### src/rtl/skipstate_lfsr_keystream_macros.svh
// Assertion macros shared by the keystream generator modules.
`ifndef SKIPSTATE_LFSR_KEYSTREAM_MACROS_SVH
`define SKIPSTATE_LFSR_KEYSTREAM_MACROS_SVH

// The consequent must hold in the same cycle as the antecedent.
`define SKLK_ASSERT_SAME(label, clk, rst, ante, cons) \
   label: assert property (@(posedge clk) disable iff (rst) (ante) |-> (cons)) \
      else $error("sklk check failed in the same cycle");

// The consequent must hold in the cycle after the antecedent.
`define SKLK_ASSERT_NEXT(label, clk, rst, ante, cons) \
   label: assert property (@(posedge clk) disable iff (rst) (ante) |=> (cons)) \
      else $error("sklk check failed one cycle later");

`endif

### src/rtl/sklk_pkg.sv
`timescale 1ns / 1ps

package sklk_pkg;

   localparam int NUM_LFSR   = 8;
   localparam int LFSR_W     = 32;
   localparam int BYTE_W     = 8;
   localparam int PERM_DEPTH = 256;
   localparam int SEL_W      = $clog2(NUM_LFSR);

   // Operation codes carried by an input item.
   typedef enum logic [1:0] {
      OP_SEED     = 2'd0,
      OP_SHUFFLE  = 2'd1,
      OP_GENERATE = 2'd2,
      OP_IDENTITY = 2'd3
   } op_type;

   // Feedback taps and the bit set by a feedback step, one per register.
   localparam logic [LFSR_W-1:0] TAP_MASK [NUM_LFSR] = '{
      32'h8000_0057, 32'h2000_0029, 32'h4000_1000, 32'h0004_0013,
      32'h0001_0010, 32'h0000_100D, 32'h8000_0047, 32'h0040_0010
   };
   localparam logic [LFSR_W-1:0] TOP_MASK [NUM_LFSR] = '{
      32'h8000_0000, 32'h2000_0000, 32'h4000_0000, 32'h0004_0000,
      32'h0001_0000, 32'h0000_1000, 32'h8000_0000, 32'h0040_0000
   };

   // Control from the sequencer to the register bank.
   typedef struct packed {
      logic              load;
      logic              step;
      logic              gen;
      logic [SEL_W-1:0]  sel;
      logic [LFSR_W-1:0] seed;
   } lfsr_ctrl_type;

   // Control from the sequencer to the permutation store.
   typedef struct packed {
      logic              rd_en;
      logic [BYTE_W-1:0] rd_addr;
      logic              wr_en;
      logic [BYTE_W-1:0] wr_addr;
      logic [BYTE_W-1:0] wr_data;
      logic              clear;
   } perm_ctrl_type;

   // One clock of register idx: returns {output bit, next register value}.
   function automatic logic [LFSR_W:0] lfsr_clock(input logic [LFSR_W-1:0] r,
                                                 input logic [SEL_W-1:0] idx);
      logic [LFSR_W-1:0] cur;
      logic [LFSR_W-1:0] nxt;
      cur = (r == '0) ? '1 : r;
      if (cur[0]) begin
         nxt = ((cur ^ TAP_MASK[idx]) >> 1) | TOP_MASK[idx];
      end else begin
         nxt = cur >> 1;
      end
      return {cur[0], nxt};
   endfunction

endpackage

### src/rtl/skipstate_lfsr_keystream.sv
`timescale 1ns / 1ps
`include "skipstate_lfsr_keystream_macros.svh"

// Keystream generator: eight Galois LFSRs held in flip-flops and a keyed
// 256-byte permutation held in a RAM with a registered read, driven by a
// small sequencer that takes one item at a time. A generate item steps all
// eight LFSRs when taken; the permutation RAM read lands in ST_GEN_OUT, where
// the byte waits while the result register is full. A seed item loads its
// register when taken, then runs any pre-clocks in ST_SEED_RUN, one pre-clock
// per cycle. A shuffle item makes two dependent RAM reads, then the two swap
// writes through the single write port. A reset of the permutation is
// immediate, since per-entry valid bits make every entry read as its own
// index at once; there is no clearing pass after reset. The result register
// lets a new item be taken while a byte waits.
module skipstate_lfsr_keystream
   import sklk_pkg::*;
(
   input  logic              clock,
   input  logic              reset,
   input  logic              req_valid,
   output logic              req_ready,
   input  logic [1:0]        req_operation,
   input  logic [2:0]        req_lfsr_select,
   input  logic [31:0]       req_seed_value,
   input  logic [7:0]        req_preclock_count,
   input  logic [7:0]        req_key_byte,
   output logic              rsp_valid,
   input  logic              rsp_ready,
   output logic [7:0]        rsp_keystream_byte
);

   typedef enum logic [2:0] {
      ST_IDLE,
      ST_SEED_RUN,
      ST_SHUF_ACC,
      ST_SHUF_SWAP,
      ST_SHUF_FIN,
      ST_GEN_OUT
   } state_type;

   state_type         state_ff, state_in;
   logic [7:0]        cnt_ff, cnt_in;
   logic [SEL_W-1:0]  sel_ff, sel_in;
   logic [BYTE_W-1:0] key_ff, key_in;
   logic [BYTE_W-1:0] hold_ff, hold_in;
   logic [BYTE_W-1:0] idx_ff, idx_in;
   logic [BYTE_W-1:0] acc_ff, acc_in;
   logic [BYTE_W-1:0] ctr_ff, ctr_in;
   logic [BYTE_W-1:0] prev_ff, prev_in;
   logic              rsp_valid_ff, rsp_valid_in;
   logic [BYTE_W-1:0] rsp_byte_ff, rsp_byte_in;

   lfsr_ctrl_type       lfsr_ctrl;
   perm_ctrl_type       perm_ctrl;
   logic [NUM_LFSR-1:0] gen_bits;
   logic [BYTE_W-1:0]   perm_data;
   logic                accept;
   logic [BYTE_W-1:0]   acc_sum;
   logic                out_free;

   sklk_lfsr_bank u_lfsr (
      .clock     (clock),
      .reset     (reset),
      .ctrl      (lfsr_ctrl),
      .prev_byte (prev_ff),
      .gen_bits  (gen_bits)
   );

   sklk_perm u_perm (
      .clock   (clock),
      .reset   (reset),
      .ctrl    (perm_ctrl),
      .rd_data (perm_data)
   );

   assign req_ready = (state_ff == ST_IDLE);
   assign accept    = req_valid && req_ready;
   assign acc_sum   = BYTE_W'(acc_ff + perm_data + key_ff);
   assign out_free  = !rsp_valid_ff || rsp_ready;

   // Sequencer: next state, datapath registers and the control to both units.
   always_comb begin
      state_in     = state_ff;
      cnt_in       = cnt_ff;
      sel_in       = sel_ff;
      key_in       = key_ff;
      hold_in      = hold_ff;
      idx_in       = idx_ff;
      acc_in       = acc_ff;
      ctr_in       = ctr_ff;
      prev_in      = prev_ff;
      rsp_valid_in = rsp_valid_ff && !rsp_ready;
      rsp_byte_in  = rsp_byte_ff;
      lfsr_ctrl    = '{load: 1'b0, step: 1'b0, gen: 1'b0, sel: sel_ff, seed: req_seed_value};
      perm_ctrl    = '0;

      unique case (state_ff)
         ST_IDLE: begin
            if (accept) begin
               unique case (op_type'(req_operation))
                  OP_SEED: begin
                     lfsr_ctrl.load = 1'b1;
                     lfsr_ctrl.sel  = req_lfsr_select;
                     sel_in         = req_lfsr_select;
                     cnt_in         = req_preclock_count;
                     if (req_preclock_count != '0) begin
                        state_in = ST_SEED_RUN;
                     end
                  end
                  OP_SHUFFLE: begin
                     perm_ctrl.rd_en   = 1'b1;
                     perm_ctrl.rd_addr = idx_ff;
                     key_in            = req_key_byte;
                     state_in          = ST_SHUF_ACC;
                  end
                  OP_GENERATE: begin
                     lfsr_ctrl.gen     = 1'b1;
                     perm_ctrl.rd_en   = 1'b1;
                     perm_ctrl.rd_addr = ctr_ff ^ gen_bits;
                     ctr_in            = BYTE_W'(ctr_ff + 1'b1);
                     state_in          = ST_GEN_OUT;
                  end
                  OP_IDENTITY: begin
                     perm_ctrl.clear = 1'b1;
                     idx_in          = '0;
                     acc_in          = '0;
                  end
                  default: begin
                     state_in = ST_IDLE;
                  end
               endcase
            end
         end
         ST_SEED_RUN: begin
            // One plain clock of the seeded register per cycle.
            lfsr_ctrl.step = 1'b1;
            cnt_in         = 8'(cnt_ff - 1'b1);
            if (cnt_ff == 8'd1) begin
               state_in = ST_IDLE;
            end
         end
         ST_SHUF_ACC: begin
            hold_in           = perm_data;
            acc_in            = acc_sum;
            perm_ctrl.rd_en   = 1'b1;
            perm_ctrl.rd_addr = acc_sum;
            state_in          = ST_SHUF_SWAP;
         end
         ST_SHUF_SWAP: begin
            perm_ctrl.wr_en   = 1'b1;
            perm_ctrl.wr_addr = idx_ff;
            perm_ctrl.wr_data = perm_data;
            state_in          = ST_SHUF_FIN;
         end
         ST_SHUF_FIN: begin
            perm_ctrl.wr_en   = 1'b1;
            perm_ctrl.wr_addr = acc_ff;
            perm_ctrl.wr_data = hold_ff;
            idx_in            = BYTE_W'(idx_ff + 1'b1);
            state_in          = ST_IDLE;
         end
         ST_GEN_OUT: begin
            // The RAM read data holds while the result register is full.
            if (out_free) begin
               rsp_valid_in = 1'b1;
               rsp_byte_in  = perm_data;
               prev_in      = perm_data;
               state_in     = ST_IDLE;
            end
         end
         default: begin
            state_in = ST_IDLE;
         end
      endcase
   end

   always_ff @(posedge clock) begin
      if (reset) begin
         state_ff     <= ST_IDLE;
         cnt_ff       <= '0;
         idx_ff       <= '0;
         acc_ff       <= '0;
         ctr_ff       <= '0;
         prev_ff      <= '0;
         rsp_valid_ff <= 1'b0;
      end else begin
         state_ff     <= state_in;
         cnt_ff       <= cnt_in;
         idx_ff       <= idx_in;
         acc_ff       <= acc_in;
         ctr_ff       <= ctr_in;
         prev_ff      <= prev_in;
         rsp_valid_ff <= rsp_valid_in;
      end
      sel_ff      <= sel_in;
      key_ff      <= key_in;
      hold_ff     <= hold_in;
      rsp_byte_ff <= rsp_byte_in;
   end

   assign rsp_valid          = rsp_valid_ff;
   assign rsp_keystream_byte = rsp_byte_ff;

   `SKLK_ASSERT_NEXT(a_gen_to_out, clock, reset, accept && req_operation == OP_GENERATE, state_ff == ST_GEN_OUT)
   `SKLK_ASSERT_NEXT(a_prev_matches, clock, reset, state_ff == ST_GEN_OUT && out_free, rsp_valid_ff && prev_ff == rsp_byte_ff)
   `SKLK_ASSERT_SAME(a_seed_count, clock, reset, state_ff == ST_SEED_RUN, cnt_ff != '0)

endmodule

### src/rtl/sklk_ram.sv
`timescale 1ns / 1ps

module sklk_ram #(
   parameter int WIDTH = 8,
   parameter int DEPTH = 256
) (
   input  logic                     clock,
   input  logic                     wr_en,
   input  logic [$clog2(DEPTH)-1:0] wr_addr,
   input  logic [WIDTH-1:0]         wr_data,
   input  logic                     rd_en,
   input  logic [$clog2(DEPTH)-1:0] rd_addr,
   output logic [WIDTH-1:0]         rd_data
);

   logic [WIDTH-1:0] mem [DEPTH];
   logic [WIDTH-1:0] rd_data_ff;

   // One write port and one registered read port; the read data holds
   // until the next read.
   always_ff @(posedge clock) begin
      if (wr_en) begin
         mem[wr_addr] <= wr_data;
      end
      if (rd_en) begin
         rd_data_ff <= mem[rd_addr];
      end
   end

   assign rd_data = rd_data_ff;

endmodule

### src/rtl/sklk_lfsr_bank.sv
`timescale 1ns / 1ps

module sklk_lfsr_bank
   import sklk_pkg::*;
(
   input  logic                clock,
   input  logic                reset,
   input  lfsr_ctrl_type       ctrl,
   input  logic [BYTE_W-1:0]   prev_byte,
   output logic [NUM_LFSR-1:0] gen_bits
);

   logic [LFSR_W-1:0] lfsr_ff [NUM_LFSR];
   logic [LFSR_W-1:0] lfsr_in [NUM_LFSR];

   // Each register has its own clock logic; a generate clocks it once, or
   // twice when its bit of the previous output byte was set.
   for (genvar i = 0; i < NUM_LFSR; i++) begin : g_lfsr
      logic [LFSR_W:0]   first;
      logic [LFSR_W-1:0] mid;
      logic [LFSR_W:0]   last;
      logic              hit;

      always_comb begin
         hit   = (ctrl.sel == SEL_W'(i));
         first = lfsr_clock(lfsr_ff[i], SEL_W'(i));
         mid   = prev_byte[i] ? first[LFSR_W-1:0] : lfsr_ff[i];
         last  = lfsr_clock(mid, SEL_W'(i));
         gen_bits[i] = last[LFSR_W];
         priority if (ctrl.load && hit) begin
            lfsr_in[i] = ctrl.seed;
         end else if (ctrl.step && hit) begin
            lfsr_in[i] = first[LFSR_W-1:0];
         end else if (ctrl.gen) begin
            lfsr_in[i] = last[LFSR_W-1:0];
         end else begin
            lfsr_in[i] = lfsr_ff[i];
         end
      end

      always_ff @(posedge clock) begin
         if (reset) begin
            lfsr_ff[i] <= '0;
         end else begin
            lfsr_ff[i] <= lfsr_in[i];
         end
      end
   end

endmodule

### src/rtl/sklk_perm.sv
`timescale 1ns / 1ps
`include "skipstate_lfsr_keystream_macros.svh"

module sklk_perm
   import sklk_pkg::*;
(
   input  logic              clock,
   input  logic              reset,
   input  perm_ctrl_type     ctrl,
   output logic [BYTE_W-1:0] rd_data
);

   logic [PERM_DEPTH-1:0] valid_ff;
   logic [PERM_DEPTH-1:0] valid_in;
   logic [BYTE_W-1:0]     rd_addr_ff;
   logic                  rd_valid_ff;
   logic [BYTE_W-1:0]     ram_q;

   sklk_ram #(
      .WIDTH (BYTE_W),
      .DEPTH (PERM_DEPTH)
   ) u_ram (
      .clock   (clock),
      .wr_en   (ctrl.wr_en),
      .wr_addr (ctrl.wr_addr),
      .wr_data (ctrl.wr_data),
      .rd_en   (ctrl.rd_en),
      .rd_addr (ctrl.rd_addr),
      .rd_data (ram_q)
   );

   // An entry that was not written since the last clear holds its own index.
   always_comb begin
      valid_in = valid_ff;
      if (ctrl.clear) begin
         valid_in = '0;
      end else if (ctrl.wr_en) begin
         valid_in[ctrl.wr_addr] = 1'b1;
      end
   end

   always_ff @(posedge clock) begin
      if (reset) begin
         valid_ff <= '0;
      end else begin
         valid_ff <= valid_in;
      end
   end

   // Keep the address and its valid bit beside the read data.
   always_ff @(posedge clock) begin
      if (ctrl.rd_en) begin
         rd_addr_ff  <= ctrl.rd_addr;
         rd_valid_ff <= valid_ff[ctrl.rd_addr];
      end
   end

   assign rd_data = rd_valid_ff ? ram_q : rd_addr_ff;

   `SKLK_ASSERT_SAME(a_rd_wr_apart, clock, reset, ctrl.rd_en, !ctrl.wr_en)
   `SKLK_ASSERT_SAME(a_clear_no_wr, clock, reset, ctrl.clear, !ctrl.wr_en && !ctrl.rd_en)
   `SKLK_ASSERT_NEXT(a_clear_done, clock, reset, ctrl.clear, valid_ff == '0)

endmodule

### config.mk
export PLATFORM = sky130hd
export DESIGN_NAME = skipstate_lfsr_keystream
export DESIGN_NICKNAME = d
export VERILOG_FILES = /design/src/rtl/sklk_pkg.sv /design/src/rtl/skipstate_lfsr_keystream.sv /design/src/rtl/sklk_ram.sv /design/src/rtl/sklk_lfsr_bank.sv /design/src/rtl/sklk_perm.sv
export VERILOG_INCLUDE_DIRS = /design/src /design/src/rtl
export SDC_FILE = /design/constraint.sdc
export NUM_CORES = 2
export LEC_CHECK = 0
export ABC_CLOCK_PERIOD_IN_PS = 16510
export BUFFER_PORTS_ARGS = -buffer_cell sky130_fd_sc_hd__clkbuf_2
export CORE_UTILIZATION = 50
export DETAILED_ROUTE_END_ITERATION = 10
export PLACE_DENSITY = 0.75
export RECOVER_POWER = 100
export SETUP_SLACK_MARGIN = 0.2
export SYNTH_ARGS = -nofsm -noshare
export SYNTH_HDL_FRONTEND = slang
export SYNTH_SLANG_ARGS = --single-unit
### constraint.sdc
create_clock -name clock -period 16.51 [get_ports clock]
set_input_delay 4.953 -clock clock [delete_from_list [all_inputs] [get_ports clock]]
set_output_delay 4.953 -clock clock [all_outputs]
set_load 0.02 [all_outputs]
=== Word-level counts from Yosys, hierarchy flattened ===
Memories as Yosys holds them, arrays and structs flattened. A register that Yosys moved wholly into a read port is not among the register bits.
Cells that the tools add are included.
Widths: inputs -> output; s select.

* Add/sub/neg operators: 5
* Bitwise operators: 26
* Mux-type cells: 112
* Reductions and logical operators: 54
* $lt $le $gt $ge: 3
* Equality and inequality tests: 23

{| class="wikitable"
|+ Operators with widths
! kind !! count
|-
| $mux 32 || 60
|-
| $logic_not 32->1 || 16
|-
| $or 256x256->256 || 1
|-
| $mux 31 || 2
|-
| $mux 30 || 2
|-
| $pmux 8 s2 || 3
|-
| $mux 23 || 2
|-
| $mux 8 || 5
|-
| $mux 19 || 2
|-
| $pmux 9 s2 || 2
|-
| $mux 17 || 2
|-
| $pmux 17 s2 || 1
|-
| $mux 13 || 2
|-
| $not 4->4 || 6
|-
| $logic_and 1x1->1 || 19
|-
| $eq 3x3->1 const B || 6
|-
| $lt 8x9->1 const B || 2
|-
| $mux 1 || 17
|-
| $add 8x1->8 const B || 2
|-
| $add 8x8->8 || 2
|-
| $mux 3 || 5
|-
| $pmux 3 s5 || 1
|-
| $reduce_and 3->1 || 5
|-
| $eq 3x2->1 const B || 4
|-
| 29 further kinds || 54
|}

* Memories kept: 2
* RAM bits: 2304
* Logic and storage cells: 239
* Input port bits: 57
* Output and inout bits: 10
* Register bits after elaboration: 336

{| class="wikitable"
|+ Memory list
! memory !! words !! bits a word !! rd ports !! clocked after Yosys merged registers in !! wr ports !! RTL line !! RTL
|-
| u_perm.u_ram.mem || 256 || 8 || 1 || 1 || 1 || sklk_ram.sv:16 || <nowiki>logic [WIDTH-1:0] mem [DEPTH];</nowiki>
|-
| u_lfsr.lfsr_ff || 8 || 32 || 8 || 0 || 8 || sklk_lfsr_bank.sv:13 || <nowiki>logic [LFSR_W-1:0] lfsr_ff [NUM_LFSR];</nowiki>
|}

=== Longest topological paths before layout ===
An unclocked memory read counts as a cell.

* Depth after elaboration: 14
* Mapped depth: 22
* Mapped depth without buffers: 18

=== Modules after synthesis ===
From an unflattened synthesis, not the netlist that was laid out.

* Cell total of the unflattened synthesis: 7442
* Area total of the unflattened synthesis: 110235.7 um2

{| class="wikitable"
|+ By module, submodules not included
! module !! seq. area each (um2) !! times used !! area an instance (um2) !! cells each
|-
| sklk_ram || 61739.2 || 1 || 79636.4 || 3733
|-
| sklk_lfsr_bank || 5124.9 || 1 || 16121.7 || 2165
|-
| sklk_perm || 5395.2 || 1 || 10644.0 || 1164
|-
| skipstate_lfsr_keystream || 1691.6 || 1 || 3833.7 || 380
|}

=== Least setup slack after synthesis ===
OpenSTA, ideal clock, no wires.

* Path type: register -> register
* Start: register state_ff[0]
* End: memory u_perm.u_ram.mem[0][0] (data pin)
* Arrival time: 10.983 ns
* Data required time: 14.322 ns
* Buffers on the path: 2
* Setup slack: 3.339 ns
* Cell stages (with the launch flop): 6
* Setup time: 2.188 ns
* Period minus slack after synthesis: 13.171 ns
* Cell sequence: dfxtp_1 buf_2 nor2b_1 nand2_1 clkbuf_1 o21ai_0

{| class="wikitable"
|+ RTL lines
! item !! RTL line !! RTL
|-
| start: declaration || skipstate_lfsr_keystream.sv:41 || <nowiki>state_type state_ff, state_in;</nowiki>
|-
| start signal: assignment || skipstate_lfsr_keystream.sv:187 || <nowiki>state_ff <= state_in;</nowiki>
|-
| end: declaration || sklk_ram.sv:16 ||
|}

=== Worst setup path after layout ===
* Start: input port reset
* End: register u_perm.valid_ff[92]

* Word-level cells in the longest chain between the ends: 1

{| class="wikitable"
|+ Ends and longest elaborated chain
! item !! RTL line !! RTL
|-
| start: declaration || skipstate_lfsr_keystream.sv:19 || <nowiki>input logic reset,</nowiki>
|-
| $reduce_or 2->1 (no line) || - ||
|-
| end signal: assignment || sklk_perm.sv:46 || <nowiki>valid_ff <= valid_in;</nowiki>
|-
| end: declaration || sklk_perm.sv:13 || <nowiki>logic [PERM_DEPTH-1:0] valid_ff;</nowiki>
|}

Every way passes these cells.
A chain may end at the register's enable or synchronous reset.

==> metrics.log <==
[metrics] run status: finished with violations
[metrics] violations in the final reports: max-capacitance violations, max-slew violations
[metrics] Async S/R FF share, synth: 0%
[metrics] maximum fanout count along the critical path: 119
[metrics] fill cell count: 17571
[metrics] number of CTS-inserted buffers: 281
[metrics] warning count from the yosys run: 0
[metrics] number of max-slew violations in the final report: 2877
[metrics] final setup fails: 0
[metrics] Clock transition at path regs: 60 ps
[metrics] area growth from synthesis to layout: 9.85%
[metrics] part of the cycle the worst path needs: 80.0%
[metrics] library cell used as clock root buffer: sky130_fd_sc_hd__clkbuf_16
[metrics] setup slack of the worst register-to-register path: 3560 ps
[metrics] DR vias: 83359
[metrics] endpoint type of the worst setup path: register
[metrics] Post-synth top cells: 2092 x sky130_fd_sc_hd__edfxtp_1, 1781 x sky130_fd_sc_hd__nand2_1, 937 x sky130_fd_sc_hd__nor2_1
[metrics] final-stage net count: 9476
[metrics] Worst Clk Skew: 85.9 ps
[metrics] Port Buffers: 66
[metrics] worst reg2reg path startpoint: state_ff[1]
[metrics] area of the multi-input gates: 34000 um^2
[metrics] mean post-synth cell area: 11.5 um^2
[metrics] element type at the critical path start: input port
[metrics] number of flops mapped to enable cells by yosys: 2092
[metrics] largest area contributor in the netlist: sky130_fd_sc_hd__edfxtp_1
[metrics] #FFs+latches synth: 2648
[metrics] Min Clock Period, post-route: 13210 ps
[metrics] signal arrival time at the worst endpoint: 13830 ps
[metrics] tightest slew margin relative to the limit: -740%
[metrics] Die W: 474 um
[metrics] Worst-Skew Late Latency: 940 ps
[metrics] end point of the worst hold path: u_perm.valid_ff[85]
[metrics] launch point of the worst hold path: u_perm.valid_ff[85]
[metrics] unrepaired setup endpoints after global routing: no
[metrics] Reg2Reg Capture Point: u_perm.u_ram.mem[50][3]
[metrics] ranking of synthesized cells by area: sky130_fd_sc_hd__edfxtp_1 56%, sky130_fd_sc_hd__dfxtp_1 10%, sky130_fd_sc_hd__nand2_1 6.0%
[metrics] number of placement rows: 172
[metrics] reported max-cap violation count: 47
[metrics] Crit Path Category: input port to register
[metrics] maximum clock insertion buffer count: 4
[metrics] global-route usage over all layers: 29.9%
[metrics] cell count of the worst reg-to-reg path: 5
[metrics] cell area after synthesis: 111000 um^2
[metrics] first-pass GRT wire length: 504 mm
[metrics] portion of synthesized cell area occupied by the leading cell type: 56.4%
[metrics] H-tree depth: 5
[metrics] io pins: 67
[metrics] Synth Instances: 9649
[metrics] pin slew with the least headroom to its limit: 12590 ps
[metrics] Primary FF master, synth: sky130_fd_sc_hd__edfxtp_1
[metrics] ratio of cells with drive above 1 in the final layout: 6.88%
[metrics] setup repair bufs after CTS: 0
[metrics] total of hold buffers inserted after clock tree synthesis: 0
[metrics] type of the worst min-delay path: register to register
[metrics] total die area: 225000 um^2
[metrics] remaining antenna violation count after routing: 0
[metrics] drc violations: 0
[metrics] Avg Vias per Cell: 6.63
[metrics] CTS-repair resized insts: 0
[metrics] core area: 221000 um^2
[metrics] worst hold slack after final layout: 469 ps
[metrics] Yosys cell types: 100
[metrics] Die Height: 474 um
[metrics] DRT iter0 DRCs: 12931
[metrics] first-pass detailed-route iteration total: 9
[metrics] WL per Instance: 27.6 um
[metrics] Synthesized Nets: 9729
[metrics] initial standard-cell utilization of the core: 50.5%
[metrics] final sum of negative setup slack: 0 ps
[metrics] worst supply voltage drop on vdd: 169 uV
[metrics] most repeated cell in the gate-level netlist after synthesis: sky130_fd_sc_hd__edfxtp_1
[metrics] hold-critical path depth: 2
[metrics] data required time of the critical path: 17120 ps
[metrics] area used by sequential logic in the layout: 74000 um^2
[metrics] clock tree from TritonCTS: built
[metrics] final cell utilization of the core: 55.5%
[metrics] routability congestion estimate from global placement: 0.931
[metrics] total congestion overflow after global routing: 0
[metrics] maximum number of pins on one net before global-route repair: 256
[metrics] placed wire-length estimate: 202 mm
[metrics] maximum clock frequency: 0.0757 GHz
[metrics] total power per unit cell area: 177 nW/um^2
[metrics] antenna violations before repair: 11
[metrics] Routed WL: 346 mm
[metrics] Fin. Hold Viols: 0
[metrics] number of global-route vias before repair: 76775
[metrics] sequential element share of the synthesized area: 66.4%
[metrics] leakage: 39.2 nW
[metrics] TritonCTS Sinks: 2648
[kinds of logic (layout without fill, tap and decap cells)]
logic type	Yosys count	count (layout)	synth area share, %
compound gates	2082	2082	12.8
xor+xnor	61	61	0.480
fa+ha+maj	23	23	0.312
buf+inv	803	762	3.16
flops	2648	2648	66.4
mux	237	237	2.14
other cells	0	6	0
simple gates	3795	3795	14.7
[state kept, by name, indices dropped and copies added, names as in the netlist]
register              cells
u_perm.u_ram.rd_data      8
cnt_ff                    8
state_ff                  3
sel_ff                    3
u_perm.rd_valid_ff        1
hold_ff                   8
u_perm.rd_addr_ff         8
rsp_valid                 1
key_ff                    8
prev_ff                   8
ctr_ff                    8
acc_ff                    8
rsp_keystream_byte        8
u_perm.u_ram.mem       2048
u_perm.valid_ff         256
u_lfsr.lfsr_ff          256
idx_ff                    8
[critical path: stages]
cell,delay [ps]
sky130_fd_sc_hd__clkbuf_1,3880
sky130_fd_sc_hd__a31o_1,2170
sky130_fd_sc_hd__clkbuf_1,2380
sky130_fd_sc_hd__nor2_1,230
[metal layers]
layer  global-route usage, %  vias up  share of wire [%]
met5                       0        -              0.027
met4                    16.5       14                6.1
met3                    7.43      957                 13
met2                    44.0     5892                 44
met1                    40.6    40992                 37
li1                        -    35504                  -
[layout make-up]
class,instances,area share [%]
Antenna cell,6,0.0123
Clock buffer,377,6.38
Clock inverter,118,0.984
Inverter,56,0.196
Multi-Input combinational cell,6198,27.8
Sequential cell,2648,60.5
Tap cell,2958,3.03
Timing Repair Buffer,211,1.16
[per-stage QoR]
| stage | area, um^2 | worst slack [ps] | std cells | power (mW) |
|---|---|---|---|---|
| after floorplan | 111000 | 3340 | 9649 | 13.1 |
| after global placement | 114000 | 4870 | 12066 | 15.1 |
| after detailed placement | 114000 | 5040 | 12071 | 15.3 |
| after CTS | 123000 | 5870 | 12566 | 21.5 |
| after global routing | 122000 | 2770 | 12568 | 22.5 |
| final | 122000 | 3300 | 12572 | 21.7 |
[worst max path at each step]
stage | slack, ps | cells after the start | from | to
floorplan | 3340 | 5 | state_ff[0] | u_perm.u_ram.mem[0][0]
global placement | 4870 | 18 | req_operation[0] | u_perm.u_ram.rd_data[1]
detailed placement | 5040 | 17 | req_valid | u_perm.u_ram.rd_data[2]
CTS | 5870 | 17 | req_valid | u_perm.u_ram.rd_data[2]
global route | 2770 | 4 | reset | u_perm.valid_ff[92]
finish | 3300 | 4 | reset | u_perm.valid_ff[92]
[power breakdown]
part	total (mW)	switching (mW)	internal [mW]
clock	6.28	2.60	3.68
sequential	8.16	0.517	7.64
combinational	7.27	5.09	2.18
[placed cells by master, fill, tap and decap left out, types with 36 or more instances in the layout]
cell type / instances
sky130_fd_sc_hd__mux2i_1: 229
sky130_fd_sc_hd__a221oi_1: 140
sky130_fd_sc_hd__clkbuf_1: 117
sky130_fd_sc_hd__xor2_1: 36
sky130_fd_sc_hd__buf_4: 85
sky130_fd_sc_hd__nor2_1: 927
sky130_fd_sc_hd__o221ai_1: 216
sky130_fd_sc_hd__dfxtp_1: 556
sky130_fd_sc_hd__a22oi_1: 258
sky130_fd_sc_hd__nand3_1: 524
sky130_fd_sc_hd__nand2_1: 1782
sky130_fd_sc_hd__o21ai_0: 153
sky130_fd_sc_hd__clkinv_2: 41
sky130_fd_sc_hd__a311oi_1: 83
sky130_fd_sc_hd__edfxtp_1: 2092
sky130_fd_sc_hd__o22ai_1: 66
sky130_fd_sc_hd__a211oi_1: 51
sky130_fd_sc_hd__nor3_1: 101
sky130_fd_sc_hd__and3_1: 124
sky130_fd_sc_hd__inv_1: 50
sky130_fd_sc_hd__clkbuf_16: 288
sky130_fd_sc_hd__nand2b_1: 44
sky130_fd_sc_hd__a31oi_1: 100
sky130_fd_sc_hd__a32oi_1: 68
sky130_fd_sc_hd__a21oi_1: 685
sky130_fd_sc_hd__clkbuf_2: 54
sky130_fd_sc_hd__nor4_1: 87
sky130_fd_sc_hd__nand4_1: 68
Power figures use the tool's default switching activity.
